--- src/assert_macros.svh ---
// ----------------------------------------------------------------------------
// assert_macros.svh
// Concurrent assertion shorthands used by the top-level core.
// ----------------------------------------------------------------------------
`ifndef ASSERT_MACROS_SVH
`define ASSERT_MACROS_SVH

// Same-cycle implication, disabled while reset is asserted.
`define ASSERT_IMPL(label, clk, rst_n, ante, cons) \
    label: assert property (@(posedge clk) disable iff (!rst_n) (ante) |-> (cons)) \
        else $error("implication check failed");

// Next-cycle implication, disabled while reset is asserted.
`define ASSERT_NEXT(label, clk, rst_n, ante, cons) \
    label: assert property (@(posedge clk) disable iff (!rst_n) (ante) |=> (cons)) \
        else $error("next-cycle check failed");

`endif

--- src/btp_pkg.sv ---
// ----------------------------------------------------------------------------
// btp_pkg
// Shared types and codes of the B-tree page core.
// ----------------------------------------------------------------------------
package btp_pkg;

    // operation codes of an input item
    localparam logic [1:0] OP_CLEAR  = 2'd0;
    localparam logic [1:0] OP_SEARCH = 2'd1;
    localparam logic [1:0] OP_INSERT = 2'd2;
    localparam logic [1:0] OP_ROOT   = 2'd3;

    // result status codes
    localparam logic STATUS_DONE = 1'b0;
    localparam logic STATUS_FULL = 1'b1;

    typedef enum logic {
        ST_IDLE,
        ST_EXEC
    } state_t;

    // controller to datapath
    typedef struct packed {
        logic load;   // capture item and per-cell compares
        logic exec;   // update the page and load the result
    } ctrl_cmd_t;

    // datapath to controller
    typedef struct packed {
        logic out_busy;   // result register holds an item not taken this cycle
    } dp_status_t;

endpackage

--- src/btp_stream_if.sv ---
// ----------------------------------------------------------------------------
// btp_stream_if
// Valid/ready channels for request items and response items.
// ----------------------------------------------------------------------------
interface btp_req_if;
    logic               valid;
    logic               ready;
    logic [1:0]         operation;
    logic [63:0]        key;
    logic signed [15:0] left_child;
    logic signed [15:0] right_child;

    modport source (output valid, operation, key, left_child, right_child, input ready);
    modport sink   (input valid, operation, key, left_child, right_child, output ready);
endinterface

interface btp_rsp_if;
    logic               valid;
    logic               ready;
    logic               found;
    logic [3:0]         position;
    logic signed [15:0] child_at_position;
    logic [3:0]         key_count;
    logic               status;

    modport source (output valid, found, position, child_at_position, key_count, status,
                    input ready);
    modport sink   (input valid, found, position, child_at_position, key_count, status,
                    output ready);
endinterface

--- src/btp_ctrl.sv ---
// ----------------------------------------------------------------------------
// btp_ctrl
// Two-state sequencer: accept an item, then execute it once the result
// register can take the outcome.
// ----------------------------------------------------------------------------
module btp_ctrl (
    input  logic                  clk,
    input  logic                  rst_n,
    input  logic                  in_valid,
    output logic                  in_ready,
    input  btp_pkg::dp_status_t   dp_stat,
    output btp_pkg::ctrl_cmd_t    cmd
);
    import btp_pkg::*;

    state_t state_reg;
    state_t state_next;

    always_ff @(posedge clk or negedge rst_n) begin
        if (!rst_n) begin
            state_reg <= ST_IDLE;
        end
        else begin
            state_reg <= state_next;
        end
    end

    always_comb
    begin
        state_next = state_reg;
        unique case (state_reg)
            ST_IDLE:
            begin
                if (in_valid) begin
                    state_next = ST_EXEC;
                end
            end
            ST_EXEC:
            begin
                if (!dp_stat.out_busy) begin
                    state_next = ST_IDLE;
                end
            end
            default: state_next = ST_IDLE;
        endcase
    end

    always_comb
    begin
        in_ready = 1'b0;
        cmd      = '0;
        unique case (state_reg)
            ST_IDLE:
            begin
                in_ready = 1'b1;
                cmd.load = in_valid;
            end
            ST_EXEC:
            begin
                // hold until the previous result is taken
                cmd.exec = !dp_stat.out_busy;
            end
            default: ;
        endcase
    end

endmodule

--- src/btp_datapath.sv ---
// ----------------------------------------------------------------------------
// btp_datapath
// Key and child cells, per-cell compare, position encode, and result register.
// ----------------------------------------------------------------------------
module btp_datapath #(
    parameter int PAGE_KEYS  = 8,
    parameter int KEY_BYTES  = 8,
    parameter int CHILD_BITS = 16
) (
    input  logic                  clk,
    input  logic                  rst_n,
    input  btp_pkg::ctrl_cmd_t    cmd,
    output btp_pkg::dp_status_t   dp_stat,
    input  logic [1:0]            operation,
    input  logic [63:0]           key,
    input  logic signed [15:0]    left_child,
    input  logic signed [15:0]    right_child,
    output logic                  out_valid,
    input  logic                  out_ready,
    output logic                  found,
    output logic [3:0]            position,
    output logic signed [15:0]    child_at_position,
    output logic [3:0]            key_count,
    output logic                  res_status
);
    import btp_pkg::*;

    localparam int KEY_W = 8 * KEY_BYTES;
    localparam int CNT_W = $clog2(PAGE_KEYS + 1);
    localparam logic [CHILD_BITS-1:0] NONE_CHILD = '1;

    // page cells
    logic [KEY_W-1:0]      key_reg   [PAGE_KEYS];
    logic [KEY_W-1:0]      key_next  [PAGE_KEYS];
    logic [CHILD_BITS-1:0] child_reg [PAGE_KEYS+1];
    logic [CHILD_BITS-1:0] child_next[PAGE_KEYS+1];
    logic [CNT_W-1:0]      count_reg;
    logic [CNT_W-1:0]      count_next;

    // captured item and compare flags
    logic [1:0]            op_reg;
    logic [KEY_W-1:0]      kin_reg;
    logic [CHILD_BITS-1:0] lc_reg;
    logic [CHILD_BITS-1:0] rc_reg;
    logic [PAGE_KEYS-1:0]  lt_reg;
    logic [PAGE_KEYS-1:0]  le_reg;
    logic                  hit_reg;

    logic [KEY_W-1:0]      kin;
    logic [PAGE_KEYS-1:0]  lt_vec;
    logic [PAGE_KEYS-1:0]  eq_vec;

    // result register
    logic                  out_valid_reg;
    logic                  found_reg;
    logic [3:0]            position_reg;
    logic [CHILD_BITS-1:0] child_out_reg;
    logic [3:0]            count_out_reg;
    logic                  status_reg;

    // execute-cycle signals
    logic [PAGE_KEYS-1:0]  thermo;
    logic [PAGE_KEYS:0]    pos_hot;
    logic [CNT_W-1:0]      pos;
    logic [CHILD_BITS-1:0] child_sel;
    logic                  full;
    logic                  do_ins;
    logic [CHILD_BITS-1:0] child_res;

    assign kin = key[KEY_W-1:0];

    // compare every valid cell with the incoming key
    always_comb
    begin
        for (int j = 0; j < PAGE_KEYS; j++) begin
            lt_vec[j] = (CNT_W'(j) < count_reg) && (key_reg[j] < kin);
            eq_vec[j] = (CNT_W'(j) < count_reg) && (key_reg[j] == kin);
        end
    end

    always_ff @(posedge clk)
    begin
        if (cmd.load) begin
            op_reg  <= operation;
            kin_reg <= kin;
            lc_reg  <= CHILD_BITS'(left_child);
            rc_reg  <= CHILD_BITS'(right_child);
            lt_reg  <= lt_vec;
            le_reg  <= lt_vec | eq_vec;
            hit_reg <= |eq_vec;
        end
    end

    // keys are sorted, so the flags form a prefix of ones; find its end
    assign thermo = (op_reg == OP_SEARCH) ? lt_reg : le_reg;

    always_comb
    begin
        pos_hot[0]         = ~thermo[0];
        pos_hot[PAGE_KEYS] = thermo[PAGE_KEYS-1];
        for (int p = 1; p < PAGE_KEYS; p++) begin
            pos_hot[p] = thermo[p-1] & ~thermo[p];
        end
    end

    always_comb
    begin
        pos       = '0;
        child_sel = '0;
        for (int p = 0; p <= PAGE_KEYS; p++) begin
            pos       = pos | (pos_hot[p] ? CNT_W'(p) : '0);
            child_sel = child_sel | (pos_hot[p] ? child_reg[p] : '0);
        end
    end

    assign full   = (count_reg == CNT_W'(PAGE_KEYS));
    assign do_ins = (op_reg == OP_INSERT) && !full;

    // next page contents
    always_comb
    begin
        for (int j = 0; j < PAGE_KEYS; j++) begin
            key_next[j] = key_reg[j];
        end
        for (int j = 0; j <= PAGE_KEYS; j++) begin
            child_next[j] = child_reg[j];
        end
        count_next = count_reg;
        unique case (op_reg)
            OP_CLEAR:
            begin
                for (int j = 0; j < PAGE_KEYS; j++) begin
                    key_next[j] = '0;
                end
                for (int j = 0; j <= PAGE_KEYS; j++) begin
                    child_next[j] = NONE_CHILD;
                end
                count_next = '0;
            end
            OP_SEARCH: ;
            OP_INSERT:
            begin
                if (do_ins) begin
                    if (pos == '0) begin
                        key_next[0] = kin_reg;
                    end
                    for (int j = 1; j < PAGE_KEYS; j++) begin
                        if (CNT_W'(j) == pos) begin
                            key_next[j] = kin_reg;
                        end
                        else if (CNT_W'(j) > pos && CNT_W'(j) <= count_reg) begin
                            key_next[j] = key_reg[j-1];
                        end
                    end
                    for (int j = 1; j <= PAGE_KEYS; j++) begin
                        if (CNT_W'(j - 1) == pos) begin
                            child_next[j] = rc_reg;
                        end
                        else if (CNT_W'(j - 1) > pos && CNT_W'(j - 1) <= count_reg) begin
                            child_next[j] = child_reg[j-1];
                        end
                    end
                    count_next = count_reg + 1'b1;
                end
            end
            OP_ROOT:
            begin
                for (int j = 0; j < PAGE_KEYS; j++) begin
                    key_next[j] = '0;
                end
                for (int j = 0; j <= PAGE_KEYS; j++) begin
                    child_next[j] = NONE_CHILD;
                end
                key_next[0]   = kin_reg;
                child_next[0] = lc_reg;
                child_next[1] = rc_reg;
                count_next    = CNT_W'(1);
            end
            default: ;
        endcase
    end

    always_comb
    begin
        unique case (op_reg)
            OP_CLEAR:  child_res = NONE_CHILD;
            OP_ROOT:   child_res = lc_reg;
            default:   child_res = child_sel;
        endcase
    end

    always_ff @(posedge clk or negedge rst_n) begin
        if (!rst_n) begin
            for (int j = 0; j < PAGE_KEYS; j++) begin
                key_reg[j] <= '0;
            end
            for (int j = 0; j <= PAGE_KEYS; j++) begin
                child_reg[j] <= NONE_CHILD;
            end
            count_reg     <= '0;
            out_valid_reg <= 1'b0;
        end
        else begin
            if (cmd.exec) begin
                for (int j = 0; j < PAGE_KEYS; j++) begin
                    key_reg[j] <= key_next[j];
                end
                for (int j = 0; j <= PAGE_KEYS; j++) begin
                    child_reg[j] <= child_next[j];
                end
                count_reg     <= count_next;
                out_valid_reg <= 1'b1;
            end
            else if (out_ready) begin
                out_valid_reg <= 1'b0;
            end
        end
    end

    always_ff @(posedge clk)
    begin
        if (cmd.exec) begin
            found_reg     <= (op_reg == OP_SEARCH) && hit_reg;
            position_reg  <= ((op_reg == OP_SEARCH) || (op_reg == OP_INSERT)) ? 4'(pos) : 4'd0;
            child_out_reg <= child_res;
            count_out_reg <= 4'(count_next);
            status_reg    <= ((op_reg == OP_INSERT) && full) ? STATUS_FULL : STATUS_DONE;
        end
    end

    assign dp_stat.out_busy  = out_valid_reg && !out_ready;
    assign out_valid         = out_valid_reg;
    assign found             = found_reg;
    assign position          = position_reg;
    assign child_at_position = 16'(signed'(child_out_reg));
    assign key_count         = count_out_reg;
    assign res_status        = status_reg;

endmodule

--- src/btree_page_sorted_insert_search_core.sv ---
// ----------------------------------------------------------------------------
// btree_page_sorted_insert_search_core
// One B-tree page with clear, search, insert and make-root operations.
// ----------------------------------------------------------------------------
// Each request item has an accept cycle and then an execute cycle: in the
// accept cycle every key cell compares its key with the incoming key and the
// flags are registered; in the execute cycle the flags are encoded into a
// position, the key and child cells shift in place, and the response item is
// loaded into the output register. The execute cycle waits while an earlier
// response item is still held; no new item is accepted until the current one
// has executed, as the compare is registered between accept and update. The
// page resets directly into the cleared state (no keys, all children none),
// with no clearing pass. Keys compare as unsigned values of their low
// KEY_BYTES bytes; an insert into a full page leaves it unchanged and reports
// status full with the position where the key would have gone.
`include "assert_macros.svh"

module btree_page_sorted_insert_search_core #(
    parameter int PAGE_KEYS  = 8,
    parameter int KEY_BYTES  = 8,
    parameter int CHILD_BITS = 16
) (
    input  logic       clk,
    input  logic       rst_n,
    btp_req_if.sink    request,
    btp_rsp_if.source  response
);
    import btp_pkg::*;

    ctrl_cmd_t  cmd;
    dp_status_t dp_stat;

    // sequencer: accept, then execute
    btp_ctrl u_ctrl (
        .clk      (clk),
        .rst_n    (rst_n),
        .in_valid (request.valid),
        .in_ready (request.ready),
        .dp_stat  (dp_stat),
        .cmd      (cmd)
    );

    // page cells and result register
    btp_datapath #(
        .PAGE_KEYS  (PAGE_KEYS),
        .KEY_BYTES  (KEY_BYTES),
        .CHILD_BITS (CHILD_BITS)
    ) u_dp (
        .clk               (clk),
        .rst_n             (rst_n),
        .cmd               (cmd),
        .dp_stat           (dp_stat),
        .operation         (request.operation),
        .key               (request.key),
        .left_child        (request.left_child),
        .right_child       (request.right_child),
        .out_valid         (response.valid),
        .out_ready         (response.ready),
        .found             (response.found),
        .position          (response.position),
        .child_at_position (response.child_at_position),
        .key_count         (response.key_count),
        .res_status        (response.status)
    );

    // one item in flight: after an accept, no second accept next cycle
    `ASSERT_NEXT(a_single_item, clk, rst_n, request.valid && request.ready, !request.ready)

    // never accept and execute in the same cycle
    `ASSERT_IMPL(a_no_overlap, clk, rst_n, request.ready, !cmd.exec)

    // a response item appears only after an execute cycle
    `ASSERT_IMPL(a_rsp_from_exec, clk, rst_n, $rose(response.valid), $past(cmd.exec))

endmodule
--- src/flat_wrapper.sv ---
// flat-port wrapper written by rule: the top's interface ports become plain ports
module btree_page_sorted_insert_search_core_flat import btp_pkg::*;
#(
    parameter int PAGE_KEYS  = 8,
    parameter int KEY_BYTES  = 8,
    parameter int CHILD_BITS = 16
)
  (clk, rst_n, request_valid, request_operation, request_key, request_left_child, request_right_child, request_ready, response_valid, response_found, response_position, response_child_at_position, response_key_count, response_status, response_ready);
  btp_req_if request_i ();
  btp_rsp_if response_i ();
  input  logic clk;
  input  logic rst_n;
  input wire logic [$bits(request_i.valid)-1:0] request_valid;
  input wire logic [$bits(request_i.operation)-1:0] request_operation;
  input wire logic [$bits(request_i.key)-1:0] request_key;
  input wire logic [$bits(request_i.left_child)-1:0] request_left_child;
  input wire logic [$bits(request_i.right_child)-1:0] request_right_child;
  output wire logic [$bits(request_i.ready)-1:0] request_ready;
  output wire logic [$bits(response_i.valid)-1:0] response_valid;
  output wire logic [$bits(response_i.found)-1:0] response_found;
  output wire logic [$bits(response_i.position)-1:0] response_position;
  output wire logic [$bits(response_i.child_at_position)-1:0] response_child_at_position;
  output wire logic [$bits(response_i.key_count)-1:0] response_key_count;
  output wire logic [$bits(response_i.status)-1:0] response_status;
  input wire logic [$bits(response_i.ready)-1:0] response_ready;
  assign request_i.valid = request_valid;
  assign request_i.operation = request_operation;
  assign request_i.key = request_key;
  assign request_i.left_child = request_left_child;
  assign request_i.right_child = request_right_child;
  assign request_ready = request_i.ready;
  assign response_valid = response_i.valid;
  assign response_found = response_i.found;
  assign response_position = response_i.position;
  assign response_child_at_position = response_i.child_at_position;
  assign response_key_count = response_i.key_count;
  assign response_status = response_i.status;
  assign response_i.ready = response_ready;
  btree_page_sorted_insert_search_core #(.PAGE_KEYS(PAGE_KEYS), .KEY_BYTES(KEY_BYTES), .CHILD_BITS(CHILD_BITS)) u_core (.clk(clk), .rst_n(rst_n), .request(request_i), .response(response_i));
endmodule
--- config.mk ---
export PLATFORM = sky130hd
export DESIGN_NAME = btree_page_sorted_insert_search_core_flat
export DESIGN_NICKNAME = d
export VERILOG_FILES = /design/src/btp_pkg.sv /design/src/btp_stream_if.sv /design/src/btp_ctrl.sv /design/src/btp_datapath.sv /design/src/btree_page_sorted_insert_search_core.sv /design/src/flat_wrapper.sv
export VERILOG_INCLUDE_DIRS = /design/src /design/src/src
export SDC_FILE = /design/constraint.sdc
export NUM_CORES = 2
export LEC_CHECK = 0
export BUFFER_PORTS_ARGS = -buffer_cell sky130_fd_sc_hd__buf_4
export CAP_MARGIN = 40
export CORE_MARGIN = 5
export CORE_UTILIZATION = 60
export DETAILED_ROUTE_END_ITERATION = 8
export GPL_ROUTABILITY_DRIVEN = 0
export PLACE_DENSITY = 0.77
export SLEW_MARGIN = 30
export SYNTH_ARGS = -nofsm -noshare
export SYNTH_HDL_FRONTEND = slang
export SYNTH_SLANG_ARGS = --single-unit
--- constraint.sdc ---
create_clock -name clk -period 9.11 [get_ports clk]
set_input_delay 0.4555 -clock clk [delete_from_list [all_inputs] [get_ports clk]]
set_output_delay 0.4555 -clock clk [all_outputs]
set_load 0.03 [all_outputs]
==> metrics.yaml <==
outcome: "finished, final reports clean"
vias_per_cell: 6.675
r2r_slack_ns: 4.33
grt_pass1_vias: 40050
syn_area_sq_um: 47730
cp_max_fo: 30
core_area_sq_um: 78870
synth_area_leaders: "dfrtp_1 (27%), ha_1 (14%), edfxtp_1 (8.9%), dfstp_2 (7.9%), mux2i_1 (6.8%)"
fin_cells: 6158
post-synth-top-count-cell: "nand2_1"
clk_latency_ns: 0.68
die_h_um: 292.0
num_rows: 103
cp-end-kind: "register"
max-slew-margin-rel_pct: 33.81
grt_pass1_wl_um: 231300
crit_path_end: "u_core.u_dp.key_reg[318]"
internal_power_mw: 8.345
synth_edf_count: 141
hold_violations: 0
placed_area_sq_um: 49720
critPathKind: "reg2reg"
fin_crit_sh_pct: 52.46
postRouteAntennaNets: 0
yosysSeqAreaShare_pct: 43.96
yosys_warnings: 0
crit_path_start: "u_core.u_dp.op_reg[1]"
grt_setup_unrepaired: "no"
cts-buffers-inserted: 90
cts_buffer_depth: 3
die-area_sq_um: 85280
cts_tree: "yes"
grt_max_degree: 291
root_buffer: "clkbuf_16"
drive_above_1_share_pct: 11.14
post_cts_buffers: 0
ios: 130
synth_top_flop_cell: "dfrtp_1"
ys_seq_elements: 803
max_freq_ghz: 0.2092
port-buffer-count: 129
worstPathArrival_ns: 5.29
largest_reg_flops: 512
worst_hold_slack_ns: 0.03823
fill_cells: 5958
dp_cells: 5877
post-place-ws_ns: 3.918
via_count: 41110
maxCapViolCount: 0
gr-total-overflow: 0
startpoint_type: "register"
h-tree-depth: 3
reg2reg_to: "u_core.u_dp.key_reg[318]"
worst_pin_slew_ns: 0.9801
grt_usage_pct: 33.77
drv_slew: 0
wl_per_cell_um: 24.21
drt-pass1-iter-count: 8
reg2reg_depth: 11
start_util_pct: 60.51
die_x_um: 292.0
yosysTopAreaCell: "dfrtp_1"
final.setup.worst_slack_ns: 4.331
cts_sinks: 803
r2r-start: "u_core.u_dp.op_reg[1]"
num_antenna_cells: 0
finalWirelength_um: 149100
drt_iter0_markers: 4480
seqPwrFrac_pct: 38.8
combPwrFrac_pct: 32.8
fin_worst_skew_ns: 0.02923
synth_area_per_cell_sq_um: 9.685
min_path_type: "in2reg"
async_flop_share_pct: 82.44
leakagePower_nw: 26.11
required_ns: 9.62
drc: 0
irDropWorstVdd_mv: 0.2337
dp_hpwl_um: 99220
clk_pin_slew_ns: 0.06
setup_viol_count_final: 0
syn-num-nets: 5549
setup_tns_ns: 0
nets: 5652
netSwitchingFraction_pct: 38.79
p_sw_mw: 5.288
stdcell_area_sq_um: 54100
syn_to_final_growth_pct: 13.35
finalCriticalPeriod_ns: 4.779
p_clk_share_pct: 28.4
antenna_found_initial: 1
ys_types: 81
synth.top_cell.area_share_pct: 27.16
power_density_nw_per_um2: 252.0
synthCells: 4928
synth_common_cells: "nand2_1 (773), ha_1 (519), dfrtp_1 (518)"
[power by group through the flow]
stage / Combinational (mW) / Sequential [mW] / Clock (mW)
6_report: 4.47 / 5.29 / 3.87
5_1_grt: 4.82 / 5.36 / 4.04
4_1_cts: 4.32 / 5.26 / 3.89
3_5_place_dp: 4.26 / 5.31 / 0
3_3_place_gp: 4.00 / 5.29 / 0
2_1_floorplan: 2.84 / 5.13 / 0
[layout make-up]
type | count | area, sq um | share of cell area, %
Clock inverter | 37 | 530.5 | 0.9807
Inverter | 99 | 371.6 | 0.6869
Sequential cell | 803 | 20980 | 38.78
Multi-Input combinational cell | 3725 | 25290 | 46.75
Clock buffer | 132 | 2606 | 4.818
Timing Repair Buffer | 312 | 3007 | 5.558
Tap cell | 1050 | 1314 | 2.429
[logic make-up after synthesis]
logic type               count (synthesis)  synth area share, %
AO/OA/AOI/OAI                         1342                16.50
buffers and inverters                  400                3.526
adder cells (fa/ha/maj)                519                13.61
flip-flops                             803                43.96
AND/OR/NAND/NOR                       1508                14.85
multiplexers                           356                7.556
[worst min path at each step]
stage / start / end / cells past startpoint
5_1_grt: request_key[63] / u_core.u_dp.kin_reg[63] / 1
3_3_place_gp: rst_n / u_core.u_dp.key_reg[475] / 1
2_1_floorplan: rst_n / u_core.u_ctrl.state_reg / 0
4_1_cts: request_key[62] / u_core.u_dp.kin_reg[62] / 1
6_report: request_valid / u_core.u_ctrl.state_reg / 3
3_5_place_dp: rst_n / u_core.u_dp.key_reg[282] / 1
[worst max-delay path: stages (launching register included)]
cell	delay (ns)
edfxtp_1	0.44
inv_1	0.12
ha_2	0.57
nor2_1	0.08
a32o_1	0.23
buf_4	0.25
nor4_4	0.65
or3_4	0.61
buf_4	0.59
buf_4	0.59
mux2i_1	0.31
o21ai_0	0.10
[cell usage in the layout (no fill, tap or decap), drive strengths merged, types with 33 or more instances in the layout]
| cell | instances |
|---|---|
| nand2 | 774 |
| o21ai | 563 |
| ha | 519 |
| dfrtp | 518 |
| a21oi | 334 |
| mux2i | 322 |
| buf | 215 |
| a31oi | 200 |
| and3 | 196 |
| dfstp | 144 |
| edfxtp | 141 |
| nand3 | 135 |
| clkbuf | 133 |
| nor2 | 131 |
| inv | 105 |
| nand4 | 103 |
| dlygate4sd3 | 96 |
| nor3 | 68 |
| a22oi | 38 |
| mux2 | 34 |
| a21o | 33 |
[routing by layer]
layer  part of all wire [%]  global-route usage, %
met1                     39                  45.29
met2                     45                  52.66
met3                    9.9                  6.769
met4                    5.8                  16.97
met5                      0                      0
[what timing repair did]
action / in CTS / in global routing
endpoints found under the hold margin: 136 / 0
hold buffers: 96 / 0
resized for setup: 0 / 0
[metrics by stage]
stage | utilization (%) | power (mW)
floorplan | - | 7.969
global placement | 62.54 | 9.291
detailed placement | 63.03 | 9.565
CTS | 68.23 | 13.47
global route | 68.59 | 14.22
finish | 68.59 | 13.63
(Power assumes the default switching activity.)
